--- config.mk ---
export PLATFORM = sky130hd
export DESIGN_NAME = huffman_code_bit_packer
export DESIGN_NICKNAME = d
export VERILOG_FILES = /design/src/design/hcbp_pkg.sv /design/src/design/hcbp_front.sv /design/src/design/hcbp_queue.sv /design/src/design/hcbp_back.sv /design/src/design/huffman_code_bit_packer.sv
export SDC_FILE = /design/constraint.sdc
export NUM_CORES = 2
export LEC_CHECK = 0
export BUFFER_PORTS_ARGS = -buffer_cell sky130_fd_sc_hd__buf_2
export CAP_MARGIN = 10
export CORE_UTILIZATION = 45
export CTS_CLUSTER_DIAMETER = 60
export DETAILED_ROUTE_END_ITERATION = 12
export HOLD_SLACK_MARGIN = 0.08
export SLEW_MARGIN = 20
export SYNTH_ARGS = -nofsm -noshare
export SYNTH_HDL_FRONTEND = slang
export SYNTH_SLANG_ARGS = --single-unit
--- constraint.sdc ---
create_clock -name clk -period 7.38 [get_ports clk]
set_clock_uncertainty 0.2 [all_clocks]
set_input_delay 0.738 -clock clk [delete_from_list [all_inputs] [get_ports clk]]
set_output_delay 0.738 -clock clk [all_outputs]
set_load 0.005 [all_outputs]
--- src/design/hcbp_pkg.sv ---
// Shared types and constants for the Huffman code bit packer.
// No dependencies; imported by every module of the block.
package hcbp_pkg;

    // Field widths of the request and result items
    localparam int CMD_W      = 2;
    localparam int SYM_W      = 7;
    localparam int CODE_W     = 16;
    localparam int CLEN_W     = 5;

    // Packing geometry
    localparam int MAX_CODE_LEN = 16;
    localparam int GROUP_BITS   = 7;
    localparam int LEN_W        = $clog2(MAX_CODE_LEN + 1);
    // Leftover bits (below one group) plus the longest code
    localparam int BUF_W        = GROUP_BITS - 1 + MAX_CODE_LEN;
    localparam int CNT_W        = $clog2(BUF_W + 1);

    // Request commands
    typedef enum logic [CMD_W-1:0] {
        CMD_LOAD   = 2'd0,
        CMD_ENCODE = 2'd1,
        CMD_FLUSH  = 2'd2
    } hcbp_cmd_e;

    // Request item
    typedef struct packed {
        logic [CMD_W-1:0]  command;
        logic [SYM_W-1:0]  symbol;
        logic [CODE_W-1:0] code_bits;
        logic [CLEN_W-1:0] code_length;
    } hcbp_in_t;

    // Result item
    typedef struct packed {
        logic [GROUP_BITS-1:0] group;
        logic                  last;
    } hcbp_out_t;

    // Code table entry
    typedef struct packed {
        logic [LEN_W-1:0]  len;
        logic [CODE_W-1:0] code;
    } hcbp_entry_t;

    // Classified operation handed from front to back
    typedef struct packed {
        logic              is_flush;
        logic [LEN_W-1:0]  len;
        logic [CODE_W-1:0] code;
    } hcbp_op_t;

endpackage

--- src/design/hcbp_front.sv ---
// Front end: accepts requests, holds the code table, looks up encode symbols.
// Depends on hcbp_pkg.
module hcbp_front
    import hcbp_pkg::*;
#(
    parameter int NUM_SYMBOLS = 128
)
(
    input  logic     clk,
    input  logic     rst_n,
    input  logic     cmd_valid,
    output logic     cmd_ready,
    input  hcbp_in_t cmd_data,
    output logic     op_valid,
    input  logic     op_ready,
    output hcbp_op_t op_data
);

    localparam int IDX_W = $clog2(NUM_SYMBOLS);

    hcbp_entry_t          code_mem [NUM_SYMBOLS];
    hcbp_entry_t          rd_entry_reg;
    logic                 s1_valid_reg;
    logic                 s1_valid_next;
    logic                 s1_flush_reg;
    logic                 s1_flush_next;

    logic                 accept;
    logic                 in_range;
    logic                 is_load;
    logic                 is_encode;
    logic                 is_flush;
    logic                 keep;
    logic                 s1_free;
    logic [IDX_W-1:0]     addr;
    logic [LEN_W-1:0]     len_clamp;
    logic [CODE_W-1:0]    code_mask;
    hcbp_entry_t          wr_entry;

    // Command decode
    always_comb
    begin
        is_load   = 1'b0;
        is_encode = 1'b0;
        is_flush  = 1'b0;
        unique case (hcbp_cmd_e'(cmd_data.command))
            CMD_LOAD:   is_load   = 1'b1;
            CMD_ENCODE: is_encode = 1'b1;
            CMD_FLUSH:  is_flush  = 1'b1;
            default:    ;
        endcase
    end

    assign accept   = cmd_valid && cmd_ready;
    assign in_range = int'(cmd_data.symbol) < NUM_SYMBOLS;
    assign addr     = IDX_W'(cmd_data.symbol);

    // Clamp overlong lengths and drop code bits above the length
    always_comb
    begin
        if (int'(cmd_data.code_length) > MAX_CODE_LEN)
            len_clamp = LEN_W'(MAX_CODE_LEN);
        else
            len_clamp = LEN_W'(cmd_data.code_length);
        if (int'(len_clamp) >= CODE_W)
            code_mask = '1;
        else
            code_mask = (CODE_W'(1) << len_clamp) - CODE_W'(1);
        wr_entry.len  = len_clamp;
        wr_entry.code = cmd_data.code_bits & code_mask;
    end

    // Code table: one write port, one registered read port
    always_ff @(posedge clk)
    begin
        if (accept && is_load && in_range)
            code_mem[addr] <= wr_entry;
        if (accept && is_encode && in_range)
            rd_entry_reg <= code_mem[addr];
    end

    // Lookup stage; zero-length codes are dropped here
    assign keep      = s1_flush_reg || (rd_entry_reg.len != '0);
    assign op_valid  = s1_valid_reg && keep;
    assign s1_free   = !s1_valid_reg || !keep || op_ready;
    assign cmd_ready = s1_free;

    always_comb
    begin
        op_data.is_flush = s1_flush_reg;
        op_data.len      = rd_entry_reg.len;
        op_data.code     = rd_entry_reg.code;
    end

    always_comb
    begin
        s1_valid_next = s1_valid_reg;
        s1_flush_next = s1_flush_reg;
        if (s1_free)
        begin
            s1_valid_next = accept && (is_flush || (is_encode && in_range));
            s1_flush_next = accept && is_flush;
        end
    end

    always_ff @(posedge clk or negedge rst_n)
    begin
        if (!rst_n)
        begin
            s1_valid_reg <= 1'b0;
            s1_flush_reg <= 1'b0;
        end
        else
        begin
            s1_valid_reg <= s1_valid_next;
            s1_flush_reg <= s1_flush_next;
        end
    end

    // A table load never produces an operation for the back end
    a_load_no_op: assert property (@(posedge clk) disable iff (!rst_n)
        accept && is_load |=> !s1_valid_reg)
        else $error("load request produced a lookup entry");

endmodule

--- src/design/hcbp_queue.sv ---
// Short operation queue between front and back ends.
// Depends on hcbp_pkg.
module hcbp_queue
    import hcbp_pkg::*;
#(
    parameter int DEPTH = 4
)
(
    input  logic     clk,
    input  logic     rst_n,
    input  logic     push_valid,
    output logic     push_ready,
    input  hcbp_op_t push_data,
    output logic     pop_valid,
    input  logic     pop_ready,
    output hcbp_op_t pop_data
);

    localparam int QPTR_W = $clog2(DEPTH);
    localparam int QCNT_W = $clog2(DEPTH + 1);

    hcbp_op_t            entry_reg [DEPTH];
    logic [QPTR_W-1:0]   wr_ptr_reg;
    logic [QPTR_W-1:0]   wr_ptr_next;
    logic [QPTR_W-1:0]   rd_ptr_reg;
    logic [QPTR_W-1:0]   rd_ptr_next;
    logic [QCNT_W-1:0]   count_reg;
    logic [QCNT_W-1:0]   count_next;
    logic                push;
    logic                pop;

    assign push_ready = count_reg != QCNT_W'(DEPTH);
    assign pop_valid  = count_reg != '0;
    assign pop_data   = entry_reg[rd_ptr_reg];
    assign push       = push_valid && push_ready;
    assign pop        = pop_valid && pop_ready;

    // Pointer and occupancy update
    always_comb
    begin
        wr_ptr_next = wr_ptr_reg;
        rd_ptr_next = rd_ptr_reg;
        count_next  = count_reg;
        if (push)
            wr_ptr_next = (wr_ptr_reg == QPTR_W'(DEPTH - 1)) ? '0 : wr_ptr_reg + QPTR_W'(1);
        if (pop)
            rd_ptr_next = (rd_ptr_reg == QPTR_W'(DEPTH - 1)) ? '0 : rd_ptr_reg + QPTR_W'(1);
        if (push && !pop)
            count_next = count_reg + QCNT_W'(1);
        else if (pop && !push)
            count_next = count_reg - QCNT_W'(1);
    end

    always_ff @(posedge clk or negedge rst_n)
    begin
        if (!rst_n)
        begin
            wr_ptr_reg <= '0;
            rd_ptr_reg <= '0;
            count_reg  <= '0;
        end
        else
        begin
            wr_ptr_reg <= wr_ptr_next;
            rd_ptr_reg <= rd_ptr_next;
            count_reg  <= count_next;
        end
    end

    // Storage
    always_ff @(posedge clk)
    begin
        if (push)
            entry_reg[wr_ptr_reg] <= push_data;
    end

    a_push_grows: assert property (@(posedge clk) disable iff (!rst_n)
        push && !pop |=> count_reg == $past(count_reg) + QCNT_W'(1))
        else $error("queue occupancy did not grow on push");

endmodule

--- src/design/hcbp_back.sv ---
// Back end: bit buffer, group extraction and the output register.
// Depends on hcbp_pkg.
module hcbp_back
    import hcbp_pkg::*;
(
    input  logic      clk,
    input  logic      rst_n,
    input  logic      pop_valid,
    output logic      pop_ready,
    input  hcbp_op_t  pop_data,
    output logic      grp_valid,
    input  logic      grp_ready,
    output hcbp_out_t grp_data
);

    logic [BUF_W-1:0]      buf_reg;
    logic [BUF_W-1:0]      buf_next;
    logic [CNT_W-1:0]      cnt_reg;
    logic [CNT_W-1:0]      cnt_next;
    logic                  out_valid_reg;
    logic                  out_valid_next;
    hcbp_out_t             out_reg;
    hcbp_out_t             out_next;

    logic                  can_out;
    logic                  have_group;
    logic                  pop;
    logic                  out_load;
    logic [BUF_W-1:0]      work_buf;
    logic [CNT_W-1:0]      work_cnt;
    logic [CNT_W-1:0]      rem_cnt;
    logic [BUF_W-1:0]      shifted;
    logic [GROUP_BITS-1:0] flush_grp;

    assign can_out    = !out_valid_reg || grp_ready;
    assign have_group = cnt_reg >= CNT_W'(GROUP_BITS);
    assign pop_ready  = !have_group && can_out;
    assign pop        = pop_valid && pop_ready;

    // Leftover bits left-aligned in one group
    assign flush_grp  = buf_reg[GROUP_BITS-1:0] << (CNT_W'(GROUP_BITS) - cnt_reg);

    // Append a new code, then take the oldest complete group if there is one
    always_comb
    begin
        work_buf = buf_reg;
        work_cnt = cnt_reg;
        if (pop && !pop_data.is_flush)
        begin
            work_buf = (buf_reg << pop_data.len) | BUF_W'(pop_data.code);
            work_cnt = cnt_reg + CNT_W'(pop_data.len);
        end
        rem_cnt = work_cnt - CNT_W'(GROUP_BITS);
        shifted = work_buf >> rem_cnt;
    end

    always_comb
    begin
        buf_next       = buf_reg;
        cnt_next       = cnt_reg;
        out_load       = 1'b0;
        out_next       = out_reg;
        out_valid_next = out_valid_reg && !grp_ready;
        if (pop && pop_data.is_flush)
        begin
            out_load       = 1'b1;
            out_next.group = flush_grp;
            out_next.last  = 1'b1;
            buf_next       = '0;
            cnt_next       = '0;
        end
        else if ((have_group && can_out) || pop)
        begin
            buf_next = work_buf;
            cnt_next = work_cnt;
            if (work_cnt >= CNT_W'(GROUP_BITS))
            begin
                out_load       = 1'b1;
                out_next.group = shifted[GROUP_BITS-1:0];
                out_next.last  = rem_cnt < CNT_W'(GROUP_BITS);
                cnt_next       = rem_cnt;
            end
        end
        if (out_load)
            out_valid_next = 1'b1;
    end

    always_ff @(posedge clk or negedge rst_n)
    begin
        if (!rst_n)
        begin
            buf_reg       <= '0;
            cnt_reg       <= '0;
            out_valid_reg <= 1'b0;
        end
        else
        begin
            buf_reg       <= buf_next;
            cnt_reg       <= cnt_next;
            out_valid_reg <= out_valid_next;
        end
    end

    // Output payload
    always_ff @(posedge clk)
    begin
        if (out_load)
            out_reg <= out_next;
    end

    assign grp_valid = out_valid_reg;
    assign grp_data  = out_reg;

    a_last_drains: assert property (@(posedge clk) disable iff (!rst_n)
        out_load && out_next.last |=> cnt_reg < CNT_W'(GROUP_BITS))
        else $error("full group left behind after last");

    a_more_follows: assert property (@(posedge clk) disable iff (!rst_n)
        out_load && !out_next.last |=> cnt_reg >= CNT_W'(GROUP_BITS))
        else $error("group not marked last but none remains");

    a_flush_clears: assert property (@(posedge clk) disable iff (!rst_n)
        pop && pop_data.is_flush |=> cnt_reg == '0)
        else $error("flush did not clear the bit buffer");

endmodule

--- src/design/huffman_code_bit_packer.sv ---
// Top level of the Huffman code bit packer.
// Depends on hcbp_pkg, hcbp_front, hcbp_queue and hcbp_back.
//
// Requests arrive on cmd_valid/cmd_ready/cmd_data: load a code table entry,
// encode a symbol, or flush. Results leave on grp_valid/grp_ready/grp_data,
// one 7-bit group per transfer, earliest bit most significant, with last set
// on the final group caused by each request.
// A flush or a group-completing encode passes the lookup register, the queue
// and the output register before its first group shows. The front takes one
// request per cycle while the queue has room; the back produces one group per
// cycle while the receiver is ready. An encode completes up to three groups
// (possibly none), a flush exactly one and a load none.
// Reset clears the bit buffer, the queue and the output valid flag at once;
// the code table is not cleared, and encoding an entry never loaded is
// undefined. When the receiver stalls the result is held in the output
// register, the queue fills, and cmd_ready drops only once it is full.
module huffman_code_bit_packer
    import hcbp_pkg::*;
#(
    parameter int NUM_SYMBOLS = 128,
    parameter int QUEUE_DEPTH = 4
)
(
    input  logic      clk,
    input  logic      rst_n,
    input  logic      cmd_valid,
    output logic      cmd_ready,
    input  hcbp_in_t  cmd_data,
    output logic      grp_valid,
    input  logic      grp_ready,
    output hcbp_out_t grp_data
);

    logic     op_valid;
    logic     op_ready;
    hcbp_op_t op_data;
    logic     q_valid;
    logic     q_ready;
    hcbp_op_t q_data;

    // Request intake and table lookup
    hcbp_front #(
        .NUM_SYMBOLS (NUM_SYMBOLS)
    ) u_front (
        .clk       (clk),
        .rst_n     (rst_n),
        .cmd_valid (cmd_valid),
        .cmd_ready (cmd_ready),
        .cmd_data  (cmd_data),
        .op_valid  (op_valid),
        .op_ready  (op_ready),
        .op_data   (op_data)
    );

    // Decoupling queue
    hcbp_queue #(
        .DEPTH (QUEUE_DEPTH)
    ) u_queue (
        .clk        (clk),
        .rst_n      (rst_n),
        .push_valid (op_valid),
        .push_ready (op_ready),
        .push_data  (op_data),
        .pop_valid  (q_valid),
        .pop_ready  (q_ready),
        .pop_data   (q_data)
    );

    // Bit packing and result output
    hcbp_back u_back (
        .clk       (clk),
        .rst_n     (rst_n),
        .pop_valid (q_valid),
        .pop_ready (q_ready),
        .pop_data  (q_data),
        .grp_valid (grp_valid),
        .grp_ready (grp_ready),
        .grp_data  (grp_data)
    );

endmodule

---- Word level (Yosys, flattened, before mapping) ----
Memory sizes are Yosys's and may differ from the RTL's. A register that Yosys moved wholly into a read port is not among the register bits.
Index checks and enable logic that the tools add are counted.
word-level totals
  output and inout bits ................... 10
  bits of input ports ..................... 34
  word-level logic and storage cells ...... 99
  latch bits .............................. 0
  RAM bits ................................ 2776
  memories ................................ 2
  register bits ........................... 45
  memory bits (read-only) ................. 0
cells by class
  shifts and indexed selects .............. 4
  divide/modulo/power cells ............... 0
  multiply operators ...................... 0
  multiplexer cells ....................... 27
  bitwise logic cells ..................... 2
  eq/ne operators ......................... 5
  add/sub/neg operators ................... 8
  magnitude comparators ................... 5
  reduce and logical (&&, ||, !) cells .... 36
memory list
  name               depth  bits a word  read ports  clocked after memory_dff  wr ports  RTL line          RTL
  u_front.code_mem   128    21           1           1                         1         hcbp_front.sv:21  hcbp_entry_t code_mem [NUM_SYMBOLS];
  u_queue.entry_reg  4      22           1           0                         1         hcbp_queue.sv:22  hcbp_op_t entry_reg [DEPTH];
operator list
  operator                                                     count
  two-way mux 22 bit                                           3
  two-way mux 5 bit                                            5
  two-way mux 8 bit                                            3
  OR 22 x 16 -> 22 bit                                         1
  left shift 22 x 5 -> 22 bit                                  1
  right shift 22 x 5 -> 7 bit                                  1
  AND 16 bit                                                   1
  two-way mux 16 bit                                           1
  left shift 1 x 5 -> 16 bit (first input constant)            1
  subtractor 16 x 2 -> 16 bit (second input constant)          1
  logical AND 1 bit                                            15
  two-way mux 1 bit                                            11
  >= comparator 5 x 3 -> 1 bit (second input constant)         2
  zero test 1 bit                                              8
  left shift 7 x 5 -> 7 bit                                    1
  == test 2 bit (second input constant)                        3
  logical OR 1 bit                                             6
  two-way mux 3 bit                                            2
  nonzero test 2 bit                                           3
  adder 5 bit                                                  1
  >= comparator 5 bit (second input constant)                  1
  greater-than comparator 5 bit (second input constant)        1
  less-than comparator 5 x 3 -> 1 bit (second input constant)  1
  nonzero test 5 bit                                           1
  11 further kinds                                             13

---- Logic depth before layout (Yosys ltp) ----
  depth in word-level cells ............... 11
  depth in mapped cells ................... 20
  mapped depth without buffers ............ 14

---- Modules after synthesis ----
A second synthesis with hierarchy kept.
second synthesis, totals
  cells, all modules ...................... 6220
  area total of the unflattened synthesis .. 113137.3 um^2
modules (own cells, without submodules)
  module      area an instance (um^2)  cells an instance  seq. area each (um^2)  times used
  hcbp_front  105204.6                 5599               81398.1                1
  hcbp_back   4281.6                   469                940.9                  1
  hcbp_queue  3651.0                   152                2817.7                 1

---- Worst setup path after synthesis ----
No wires, ideal clock.
  path kind ............................... input-to-reg
  from .................................... in cmd_data[3] (netlist name)
  to ...................................... mem u_front.code_mem[0][2] (netlist name) (data pin)
  arrival time ............................ 6.965 ns
  path buffers ............................ 2
  setup slack ............................. -1.028 ns
  setup time .............................. 1.243 ns
  stages .................................. 7
  data required time ...................... 5.937 ns
  path through ............................ clkbuf_1 -> nor2_1 -> nand3_1 -> ha_1 -> clkbuf_1 -> xnor2_1 -> a21boi_0
RTL lines
  item                RTL line                       RTL
  start: declaration  huffman_code_bit_packer.sv:28  input hcbp_in_t cmd_data,
  end: declaration    hcbp_front.sv:21

==> impl_metrics.env <==
export IMPL_finish_net_count=6213
export IMPL_grt_pass1_vias=58217
export IMPL_achievable_frequency_ghz=0.178
export IMPL_netlist_cell_type_count=82
export IMPL_path_clk_slew_ps=60
export IMPL_placeableCoreArea_um2=235000
export IMPL_power_combinational_fraction_pct=13.5
export IMPL_pwr_density_cell_nw_per_um2=309
export IMPL_drive_above_1_share_pct=15.1
export IMPL_largest_register_ffs=2688
export IMPL_multiInputGateArea_um2=20000
export IMPL_maxCapViolations=0
export IMPL_clock_tree_htree_level_count=5
export IMPL_yosys_register_bits=2842
export IMPL_placement_setup_worst_slack_ps=1800
export IMPL_track_usage_pct=26.4
export IMPL_worstPathMaxFanout=30
export IMPL_tightestPinTransition_ps=1390
export IMPL_min_period_ps=5610
export IMPL_swShare_pct=25.7
export IMPL_grt_antenna_before_repair=17
export IMPL_post_route_util_pct=51.4
export IMPL_antenna_left=0
export IMPL_top_level_ports=44
export IMPL_synth_yosys_warnings=0
export IMPL_setup_violations_final=0
export IMPL_hp_class="in -> reg"
export IMPL_critical_path_class="reg -> reg"
export IMPL_seqPwrFrac_pct=49.1
export IMPL_synthesis_instances=5944
export IMPL_fp_dieW_um=488
export IMPL_detail_route_vias_per_cell=6.47
export IMPL_grt_pass1_wl_um=448000
export IMPL_post_drt_wl_per_cell_um=33.5
export IMPL_drt_pass1_iterations=10
export IMPL_fin_tns_setup_ps=0
export IMPL_required_time_reported_for_the_critical_path_endpoint_ps=7920
export IMPL_dp_cells=9000
export IMPL_clock_sink_count=2842
export IMPL_syn2layout_area_growth_pct=13.6
export IMPL_die_area_um2=238000
export IMPL_clock_power_share_pct=37.4
export IMPL_synth_yosys_seq_area_share_pct=80.1
export IMPL_critPathCaptureType="flip-flop"
export IMPL_vdd_ir_drop_worst_v=0.000208
export IMPL_finalWirelength_um=319000
export IMPL_portBuffers=43
export IMPL_final_report_max_slew_violation_count=0
export IMPL_cp_data_arrival_time_ps=6150
export IMPL_cts_tree="built"
export IMPL_fillCellCount=18731
export IMPL_cts_repair_timing_setup_buffer_count=0
export IMPL_grt_overflow_total=0
export IMPL_clk_latency_ps=940
export IMPL_seqCellArea_um2=85200
export IMPL_rows=178
export IMPL_globalplace_congestion=0.919
export IMPL_clk_root_buffer_cell="sky130_fd_sc_hd__clkbuf_16"
export IMPL_initial_utilization_pct=45.2
export IMPL_holdWs_ps=136
export IMPL_dominant_register_cell_in_the_synthesized_netlist="sky130_fd_sc_hd__edfxtp_1"
export IMPL_timing_final_crit_share_pct=76.0
export IMPL_worst_setup_path_start_kind="flip-flop"
export IMPL_drcViolationCount=2
export IMPL_status="complete, but fails checks"
export IMPL_finish_cell_count_without_fillers=9521
export IMPL_mappedNetlistArea_um2=106000
export IMPL_cts_buffers_inserted=301
export IMPL_number_of_hold_slack_violations_in_the_final_timing_report=0
export IMPL_grt_setup_unrepaired="false"
export IMPL_intPower_mw=27.7
export IMPL_netSwitchingPower_mw=9.58
export IMPL_postCtsResizedCells=0
export IMPL_timing_slew_headroom_pct=6.35
export IMPL_synth_edff_count=2805
export IMPL_post_route_worst_setup_slack_ps=1770
export IMPL_detailroute_via_count=61593
export IMPL_async_reset_ff_share_pct=1.30
export IMPL_ctsLongestPathBuffers=4
export IMPL_syn_num_nets=5996
export IMPL_grt_max_degree=129
export IMPL_total_leakage_power_nw=37.4
export IMPL_postCtsHoldBufs=7
export IMPL_hpwlAfterDp_um=185000
export IMPL_violated_checks="DRC"
export IMPL_dr_first_iter_drc_count=8309
export IMPL_die_height_um=488
export IMPL_syn_avg_cell_area_um2=17.9
cells in the mapped netlist, drive strengths merged (11+ instances only):
library cell | number | area share (%)
buf | 139 | 0.59
nor2b | 16 | 0.094
a31oi | 179 | 1.1
edfxtp | 2805 | 79
a221oi | 234 | 1.9
a22o | 238 | 2.0
o211ai | 33 | 0.24
ha | 16 | 0.19
nand3 | 48 | 0.23
mux2i | 51 | 0.48
o21ai | 73 | 0.34
nand2b | 12 | 0.071
mux4 | 43 | 0.91
o31ai | 15 | 0.12
nor4 | 34 | 0.20
nor3 | 26 | 0.12
inv | 25 | 0.091
o22ai | 21 | 0.12
nand2 | 99 | 0.35
and2 | 20 | 0.12
clkbuf | 280 | 0.99
or3 | 11 | 0.065
nor2 | 223 | 0.79
a22oi | 897 | 6.3
dfrtp | 37 | 0.87
a21oi | 63 | 0.30
nand4 | 153 | 0.90
mux2 | 24 | 0.25
critical path, stage by stage (launching register included):
cell and delay, ps:
sky130_fd_sc_hd__dfrtp_1 680, sky130_fd_sc_hd__mux4_2 890, sky130_fd_sc_hd__ha_1 520, sky130_fd_sc_hd__nor3_1 310
sky130_fd_sc_hd__or2_2 320, sky130_fd_sc_hd__inv_1 70, sky130_fd_sc_hd__buf_4 250, sky130_fd_sc_hd__ha_1 300
sky130_fd_sc_hd__a311oi_2 370, sky130_fd_sc_hd__xnor3_1 430, sky130_fd_sc_hd__nor2_1 350, sky130_fd_sc_hd__inv_1 200
sky130_fd_sc_hd__o41a_1 450, sky130_fd_sc_hd__o211ai_2 70
power by group through the flow:
stage	clock network, mW	registers, mW	logic (mW)
5_1_grt	14.7	18.3	5.42
2_1_floorplan	0	18.5	3.41
3_3_place_gp	0	18.6	5.03
6_report	13.9	18.3	5.05
4_1_cts	14.1	18.3	5.01
3_5_place_dp	0	18.6	4.98
layout by cell type, fill, tap and decap left out, types with 40 or more instances in the layout:
| master | count |
|---|---|
| sky130_fd_sc_hd__edfxtp_1 | 2805 |
| sky130_fd_sc_hd__clkbuf_1 | 62 |
| sky130_fd_sc_hd__a21oi_1 | 62 |
| sky130_fd_sc_hd__mux2i_1 | 51 |
| sky130_fd_sc_hd__a22oi_1 | 897 |
| sky130_fd_sc_hd__nand3_1 | 48 |
| sky130_fd_sc_hd__clkbuf_16 | 306 |
| sky130_fd_sc_hd__o21ai_0 | 69 |
| sky130_fd_sc_hd__buf_4 | 263 |
| sky130_fd_sc_hd__nand2_1 | 91 |
| sky130_fd_sc_hd__a31oi_1 | 179 |
| sky130_fd_sc_hd__a22o_1 | 238 |
| sky130_fd_sc_hd__clkinv_2 | 41 |
| sky130_fd_sc_hd__nand4_1 | 153 |
| sky130_fd_sc_hd__mux4_2 | 42 |
| sky130_fd_sc_hd__a221oi_1 | 233 |
| sky130_fd_sc_hd__buf_2 | 40 |
| sky130_fd_sc_hd__clkinv_1 | 74 |
| sky130_fd_sc_hd__nor2_1 | 90 |
| sky130_fd_sc_hd__nor2_2 | 122 |
final cells by class:
type / instances / share of cell area, %
clock inverter: 142 / 0.795
clock buffer: 368 / 6.53
inverter: 25 / 0.0798
multi-input combinational: 2658 / 16.5
sequential: 2842 / 70.5
tap: 3150 / 3.26
timing repair buffer: 333 / 2.24
antenna: 3 / 0.00622
metrics by stage:
| step | power [mW] | cell area (um^2) |
|---|---|---|
| 2_1_floorplan | 21.9 | 106000 |
| 3_3_place_gp | 23.7 | 112000 |
| 3_5_place_dp | 23.6 | 112000 |
| 4_1_cts | 37.4 | 121000 |
| 5_1_grt | 38.4 | 121000 |
| 6_report | 37.3 | 121000 |
routing by layer:
| metal | part of all wire, % | up-vias | GRT usage [%] |
|---|---|---|---|
| li1 | - | 25542 | - |
| met1 | 40 | 32155 | 37.4 |
| met2 | 46 | 3327 | 40.9 |
| met3 | 9.4 | 563 | 4.53 |
| met4 | 4.0 | 6 | 9.92 |
| met5 | 0.012 | - | 0 |
path summary, 6_finish.rpt:
path | slack [ps] | cells past startpoint | startpoint | end
min reg2reg | 310 | 2 | u_back.cnt_reg[4] | u_back.cnt_reg[4]
min in group asynchronous | 310 | 2 | rst_n | u_back.cnt_reg[2]
min | 140 | 2 | cmd_data[3] | u_front.code_mem[19][19]
max in group asynchronous | 6060 | 2 | rst_n | u_back.buf_reg[3]
max reg2reg | 1770 | 13 | u_queue.rd_ptr_reg[0] | u_back.grp_data[7]
max | 1770 | 13 | u_queue.rd_ptr_reg[0] | u_back.grp_data[7]
cells by family after synthesis:
| logic type | after synthesis | share of synthesized area (%) |
|---|---|---|
| xor+xnor | 12 | 0.119 |
| fa+ha+maj | 18 | 0.226 |
| flops | 2842 | 80.1 |
| buf+inv | 444 | 1.67 |
| simple gates | 680 | 3.19 |
| compound gates | 1830 | 13.0 |
| mux | 118 | 1.65 |
Note: power is estimated with default switching activity, not from simulation.
